--- config.mk ---
export PLATFORM = sky130hd
export DESIGN_NAME = can_bit_timing_solver
export DESIGN_NICKNAME = d
export VERILOG_FILES = /design/src/hdl/cbts_pkg.sv /design/src/hdl/cbts_dpath.sv /design/src/hdl/cbts_ctrl.sv /design/src/hdl/can_bit_timing_solver.sv
export SDC_FILE = /design/constraint.sdc
export NUM_CORES = 1
export LEC_CHECK = 0
export ABC_AREA = 1
export BUFFER_PORTS_ARGS = -buffer_cell sky130_fd_sc_hd__buf_2
export CAP_MARGIN = 25
export CORE_MARGIN = 3
export CORE_UTILIZATION = 58
export CTS_BUF_LIST = sky130_fd_sc_hd__clkbuf_4 sky130_fd_sc_hd__clkbuf_8
export CTS_CLUSTER_DIAMETER = 150
export DETAILED_ROUTE_END_ITERATION = 8
export MAX_ROUTING_LAYER = met4
export PLACE_DENSITY = 0.79
export SLEW_MARGIN = 20
export SYNTH_ARGS = -nofsm -noshare
export SYNTH_HDL_FRONTEND = slang
export SYNTH_HIERARCHICAL = 1
export SYNTH_SLANG_ARGS = --single-unit
--- constraint.sdc ---
create_clock -name clk -period 5.55 [get_ports clk]
set_input_delay 1.11 -clock clk [delete_from_list [all_inputs] [get_ports clk]]
set_output_delay 1.11 -clock clk [all_outputs]
set_load 0.02 [all_outputs]
--- src/hdl/cbts_pkg.sv ---
// ----------------------------------------------------------------------------
// CAN bit timing solver package
// Shared constants, word types, controller/datapath interface and
// segment helper functions.
// ----------------------------------------------------------------------------
package cbts_pkg;

  localparam int MAX_QUANTA    = 16;
  localparam int MIN_QUANTA    = 8;
  localparam int PRESCALER_MAX = 1024;

  localparam int QW  = $clog2(MAX_QUANTA + 1);
  localparam int DW  = 32 + QW;
  localparam int CNTW = 5;

  typedef struct packed {
    logic [31:0] clock_hz;
    logic [31:0] rate_bps;
  } in_t;

  typedef struct packed {
    logic        found;
    logic [4:0]  quanta_per_bit;
    logic [9:0]  prescaler_minus_one;
    logic [3:0]  seg1_minus_one;
    logic [2:0]  seg2_minus_one;
    logic [22:0] timing_word;
  } out_t;

  typedef struct packed {
    logic load;
    logic prep;
    logic step;
    logic next_q;
    logic emit;
    logic emit_found;
  } cmd_t;

  typedef struct packed {
    logic zero_in;
    logic div_last;
    logic fit;
    logic q_last;
  } status_t;

  // floor(4*q/5) as a reciprocal multiply, exact while 4*q stays below 1024
  function automatic int four_fifths(input logic [QW-1:0] q);
    begin
      four_fifths = (int'(q) * 4 * 205) >> 10;
    end
  endfunction

  function automatic logic seg_ok(input logic [QW-1:0] q);
    int four5;
    int s1;
    int s2;
    begin
      four5 = four_fifths(q);
      s1 = four5 - 1;
      s2 = int'(q) - 1 - s1;
      seg_ok = (four5 >= 2) && (int'(q) >= s1 + 2) && (s1 >= 1) && (s1 <= 16) &&
               (s2 >= 1) && (s2 <= 8);
    end
  endfunction

  function automatic logic [3:0] seg1_m1(input logic [QW-1:0] q);
    int four5;
    begin
      four5 = four_fifths(q);
      seg1_m1 = 4'(four5 - 2);
    end
  endfunction

  function automatic logic [2:0] seg2_m1(input logic [QW-1:0] q);
    int four5;
    begin
      four5 = four_fifths(q);
      seg2_m1 = 3'(int'(q) - four5 - 1);
    end
  endfunction

endpackage

--- src/hdl/cbts_dpath.sv ---
// ----------------------------------------------------------------------------
// CAN bit timing solver datapath
// Trial quanta count, denominator product, bit-serial restoring divider
// and result register.
// ----------------------------------------------------------------------------
module cbts_dpath
  import cbts_pkg::*;
(
  input  logic    clk,
  input  in_t     in_data,
  input  cmd_t    cmd,
  output status_t status,
  output out_t    out_data
);

  localparam logic [31:0] PRESC_MAX_W = 32'(PRESCALER_MAX);

  logic [31:0]     clk_r;
  logic [31:0]     rate_r;
  logic [QW-1:0]   q_r;
  logic [DW-1:0]   denom_r;
  logic [DW-1:0]   rem_r;
  logic [31:0]     quot_r;
  logic [CNTW-1:0] cnt_r;
  out_t            out_r;

  logic [DW:0]     rem_shift;
  logic            ge;
  logic [DW:0]     rem_sub;
  logic [9:0]      pm1;
  logic [3:0]      s1m1;
  logic [2:0]      s2m1;

  assign rem_shift = {rem_r, clk_r[cnt_r]};
  assign ge        = rem_shift >= {1'b0, denom_r};
  assign rem_sub   = rem_shift - {1'b0, denom_r};

  assign pm1  = 10'(quot_r - 32'd1);
  assign s1m1 = seg1_m1(q_r);
  assign s2m1 = seg2_m1(q_r);

  always_ff @(posedge clk) begin
    if (cmd.load) begin
      clk_r  <= in_data.clock_hz;
      rate_r <= in_data.rate_bps;
      q_r    <= QW'(MAX_QUANTA);
    end
    if (cmd.prep) begin
      denom_r <= DW'(rate_r) * DW'(q_r);
      rem_r   <= '0;
      quot_r  <= '0;
      cnt_r   <= '1;
    end
    if (cmd.step) begin
      rem_r  <= ge ? rem_sub[DW-1:0] : rem_shift[DW-1:0];
      quot_r <= {quot_r[30:0], ge};
      cnt_r  <= cnt_r - 1'b1;
    end
    if (cmd.next_q) begin
      q_r <= q_r - 1'b1;
    end
    if (cmd.emit) begin
      if (cmd.emit_found) begin
        out_r.found               <= 1'b1;
        out_r.quanta_per_bit      <= 5'(q_r);
        out_r.prescaler_minus_one <= pm1;
        out_r.seg1_minus_one      <= s1m1;
        out_r.seg2_minus_one      <= s2m1;
        out_r.timing_word         <= {s2m1, s1m1, 6'd0, pm1};
      end else begin
        out_r <= '0;
      end
    end
  end

  assign status.zero_in  = (clk_r == '0) || (rate_r == '0);
  assign status.div_last = (cnt_r == '0);
  assign status.fit      = (rem_r == '0) && (quot_r != '0) && (quot_r <= PRESC_MAX_W) &&
                           seg_ok(q_r);
  assign status.q_last   = (q_r == QW'(MIN_QUANTA));

  assign out_data = out_r;

endmodule

--- src/hdl/cbts_ctrl.sv ---
// ----------------------------------------------------------------------------
// CAN bit timing solver controller
// Sequences trial counts through product, division and fit check.
// ----------------------------------------------------------------------------
module cbts_ctrl
  import cbts_pkg::*;
(
  input  logic    clk,
  input  logic    rst_n,
  input  logic    start,
  input  status_t status,
  output cmd_t    cmd,
  output logic    busy,
  output logic    out_valid
);

  typedef enum logic [1:0] {
    S_IDLE,
    S_PREP,
    S_DIV,
    S_CHECK
  } state_t;

  state_t state_r, state_nxt;
  logic   valid_r, valid_nxt;

  always_comb begin
    state_nxt = state_r;
    valid_nxt = 1'b0;
    cmd       = '0;
    case (state_r)
      S_IDLE: begin
        if (start) begin
          cmd.load  = 1'b1;
          state_nxt = S_PREP;
        end
      end
      S_PREP: begin
        if (status.zero_in) begin
          cmd.emit  = 1'b1;
          valid_nxt = 1'b1;
          state_nxt = S_IDLE;
        end else begin
          cmd.prep  = 1'b1;
          state_nxt = S_DIV;
        end
      end
      S_DIV: begin
        cmd.step = 1'b1;
        if (status.div_last) begin
          state_nxt = S_CHECK;
        end
      end
      S_CHECK: begin
        if (status.fit || status.q_last) begin
          cmd.emit       = 1'b1;
          cmd.emit_found = status.fit;
          valid_nxt      = 1'b1;
          state_nxt      = S_IDLE;
        end else begin
          cmd.next_q = 1'b1;
          state_nxt  = S_PREP;
        end
      end
      default: begin
        state_nxt = S_IDLE;
      end
    endcase
  end

  always_ff @(posedge clk) begin
    if (!rst_n) begin
      state_r <= S_IDLE;
      valid_r <= 1'b0;
    end else begin
      state_r <= state_nxt;
      valid_r <= valid_nxt;
    end
  end

  assign busy      = (state_r != S_IDLE);
  assign out_valid = valid_r;

endmodule

--- src/hdl/can_bit_timing_solver.sv ---
// ----------------------------------------------------------------------------
// CAN bit timing solver
// Finds an exact prescaler and segment split for a clock and bit rate.
// ----------------------------------------------------------------------------
// Usage:
//   Drive in_data (clock_hz, rate_bps) and raise start while busy is low;
//   the word is taken at that clock edge and busy rises.
//   Counts of 16 down to 8 quanta per bit are tried in turn until one fits.
//   Each trial forms rate times quanta, then runs a bit-serial restoring
//   divider over the clock_hz bits, top bit first, and checks the fit.
//   The result word appears on out_data with out_valid high for exactly one
//   cycle, after the fit check of the last trial run (1 to 9 trials). A zero
//   clock or bit rate is reported not found with no trial run. The shared
//   divider sets the rate: one word at a time, a new start may be given in
//   the strobe cycle.
//   The receiver cannot stall; out_data holds until the next result.
//   Synchronous reset (rst_n low) returns to idle with no strobe pending.
// ----------------------------------------------------------------------------
module can_bit_timing_solver
  import cbts_pkg::*;
(
  input  logic clk,
  input  logic rst_n,
  input  logic start,
  output logic busy,
  input  in_t  in_data,
  output logic out_valid,
  output out_t out_data
);

  cmd_t    cmd;
  status_t status;

  cbts_ctrl u_ctrl (
    .clk       (clk),
    .rst_n     (rst_n),
    .start     (start),
    .status    (status),
    .cmd       (cmd),
    .busy      (busy),
    .out_valid (out_valid)
  );

  cbts_dpath u_dpath (
    .clk      (clk),
    .in_data  (in_data),
    .cmd      (cmd),
    .status   (status),
    .out_data (out_data)
  );

endmodule

==> results.toml <==
[synth]
synth_cells = 2106
synth_top_area_share_pct = 35.16
ys_ff_latch = 206
synth-main-ff-cell = "edfxtp_1"
syn_avg_cell_area_um2 = 8.231
synth_top_cell_by_area = "edfxtp_1"
seq_area_frac_synth_pct = 35.51
synth_edf_count = 203
async_flop_share_pct = 0
synthMostInstantiatedCell = "nand2_1"
netlist_area_mm2 = 0.01734
yosys_warnings = 6
ys_top_cells_by_area = "edfxtp_1, fa_1, nand2_1"
synth.distinct_cells = 51
synth_common_cells = "nand2_1, inv_1, nor2_1"

[placement]
placedCellCount = 2584
io_buffers = 108
dpl-instance-area_mm2 = 0.01842
routabilityCongestion = 1.036
dp_hpwl_mm = 32.39

[routing]
via_count = 14420
wl_met2_mm = 19.68
top_layer = "met4"
drtPass1Iterations = 6
ant_nets = 0
wl_met1_mm = 18.75
via_per_inst = 5.404
wirelength_mm = 42.10
wl_met3_mm = 2.566
wl_per_cell_um = 15.77
first_iter_violations = 960
drc = 0

[setup_path]
critPathTopFamily = "adder cells"
crit_path_max_fanout = 8
slowest_delay_ns = 0.52
start_kind = "flip-flop"
critPathCaptureType = "flip-flop"
critical_path.startpoint = "u_dpath/q_r[4]"
reg2reg_from = "u_dpath/q_r[4]"
cpMaxStageDelayCell = "fa_1"
cp.buffers_inverters = 10
worstSetupPathType = "flip-flop to flip-flop"
required_ns = 5.93
worstPathArrival_ns = 5.89

[timing]
fmax_ghz = 0.1816
slew_headroom_pct = 40.27
rsz0062_at_grt = "yes"
setup_viol = 0
tightest_slew_ns = 0.8960
period_needed_ns = 5.506
fin_skew_ns = 0.03316
hold_viol_final = 0
post-route-period-util_pct = 99.21
slew_viol_final = 0

[cts]
holdBufCountCts = 0
cts_tree = "done"
clock-sinks = 206
clk_latency_ns = 0.56
cts.htree.levels = 2
numCtsBuffers = 37
clockBufferDepth = 3
clk_pin_slew_ns = 0.06
cts_root_buf = "clkbuf_8"

[floorplan]
die_x_um = 178.9
dieHeight_um = 178.9
pin_count = 115
core_mm2 = 0.02909
die-area_mm2 = 0.03200
std_cell_rows = 62
start_util_pct = 59.59

[pwr]
power_density_mw_per_mm2 = 564.8
irDropWorstVdd_uv = 309.6
p_leak_nw = 9.509

[cells_and_area]
drive_gt1_share_pct = 15.62
nFillCells = 2382
ff_latch_area_mm2 = 0.006156
fin_cells = 2669
area_growth_pct = 14.56
layout.nets = 2555
antenna_cells = 0
final_area_mm2 = 0.01986
multi_input_area_mm2 = 0.009910

[hold_path]
hp-start = "u_dpath/quot_r[16]"
hold_path.class = "flip-flop to flip-flop"

[grt]
grt_util_all_layers_pct = 27.00
grt_pass1_vias = 14070
grt_overflow = 0
grt_pass1_wl_mm = 67.53
grt_max_degree = 70
antenna_found_initial = 0

[run_status]
run_status = "complete, no violations"

[run]
max_cap_viol_count = 0
[flip-flops by register name (all words and copies together), names as in the netlist, named ones only]
register / flops
u_dpath/rate_r: 32
u_dpath/q_r: 5
u_dpath/cnt_r: 5
u_dpath/denom_r: 37
u_ctrl/state_r: 1
u_dpath/rem_r: 37
u_dpath/quot_r: 32
u_dpath/out_data: 23
u_dpath/clk_r: 32
u_ctrl/out_valid: 1
[through the flow]
stage / power (mW) / utilization [%] / setup slack (ns) / hold slack [ns] / TNS, ns
2_1_floorplan: 7.161 / - / 0.007154 / 0.5046 / 0
3_3_place_gp: 8.705 / 63.32 / -0.07662 / 0.5097 / -0.6430
3_5_place_dp: 8.834 / 63.32 / -0.2506 / 0.5202 / -6.956
4_1_cts: 10.60 / 66.67 / 0.002125 / 0.5355 / 0
5_1_grt: 12.20 / 68.27 / -0.3191 / 0.5589 / -14.37
6_report: 11.22 / 68.27 / 0.04363 / 0.5348 / 0
[logic make-up (layout without fill, tap and decap cells)]
group | count (synthesis) | after routing | share of synthesized area [%]
buffers and inverters | 430 | 604 | 10.04
and+or+nand+nor | 873 | 873 | 20.81
AOI/OAI and AO/OA | 299 | 299 | 9.542
DFF | 206 | 206 | 35.51
other | 1 | 6 | 0.02163
adders and majority gates | 229 | 229 | 20.64
xor gates and xnor gates | 68 | 68 | 3.436
[report_power, final]
group / switching [mW] / internal (mW) / leakage, nW
logic: 4.38 / 2.79 / 7.19
registers: 0.199 / 2.24 / 1.89
clock network: 0.653 / 0.958 / 0.428
total: 5.23 / 5.99 / 9.51
[path summary, 6_finish.rpt]
kind	endpoint	slack (ns)	depth (start not counted)
max	u_dpath/out_data[37]	0.04	40
min	u_dpath/quot_r[17]	0.53	2
max reg2reg	u_dpath/out_data[37]	0.04	40
min reg2reg	u_dpath/quot_r[17]	0.53	2
[worst register-to-register path, delay by kind of cell, from the launching register on]
| kind | cells | cell delay, ns |
|---|---|---|
| simple gates | 20 | 1.74 |
| buf+inv | 10 | 0.77 |
| compound gates | 2 | 0.29 |
| fa+ha+maj | 7 | 1.91 |
| xor+xnor | 1 | 0.18 |
| flops | 1 | 0.44 |
[layer usage]
layer	global-route usage, %	up-vias
li1	-	7116
met1	35.67	6768
met2	43.46	458
met3	4.130	82
met4	8.052	0
met5	-	-
[layout make-up]
cell class / count / share of cell area, %
Clock buffer: 44 / 2.829
Clock inverter: 21 / 1.323
Inverter: 362 / 6.880
Multi-Input combinational cell: 1475 / 49.90
Sequential cell: 206 / 31.00
Tap cell: 384 / 2.419
Timing Repair Buffer: 176 / 5.614
Timing Repair inverter: 1 / 0.03780
[cells in the final DEF, fill, tap and decap left out, types with 8 or more instances in the layout]
master      n
nand3_1    62
buf_4      60
nor2_2      9
inv_1     339
o21ai_1    10
a21o_1      8
nand2_2    15
ha_1      112
fa_1       93
nor4_1     23
a21oi_1   123
inv_2      18
edfxtp_1  203
nor2_1    211
o21ai_0   102
or2_2      11
ha_4       18
xor2_1     49
nand2_1   482
nand4_1    15
nor3_1     12
buf_2     108
clkbuf_8   37
o211ai_1   11
xnor2_1    17
a31oi_1     9
[repair_timing]
action,in CTS,in global routing
cloned,2,0
setup endpoints to repair,55,58
setup buffers,8,9
gates resized for setup,16,82
pin swaps,8,53
No activity file was read; power rests on OpenSTA's default activity.
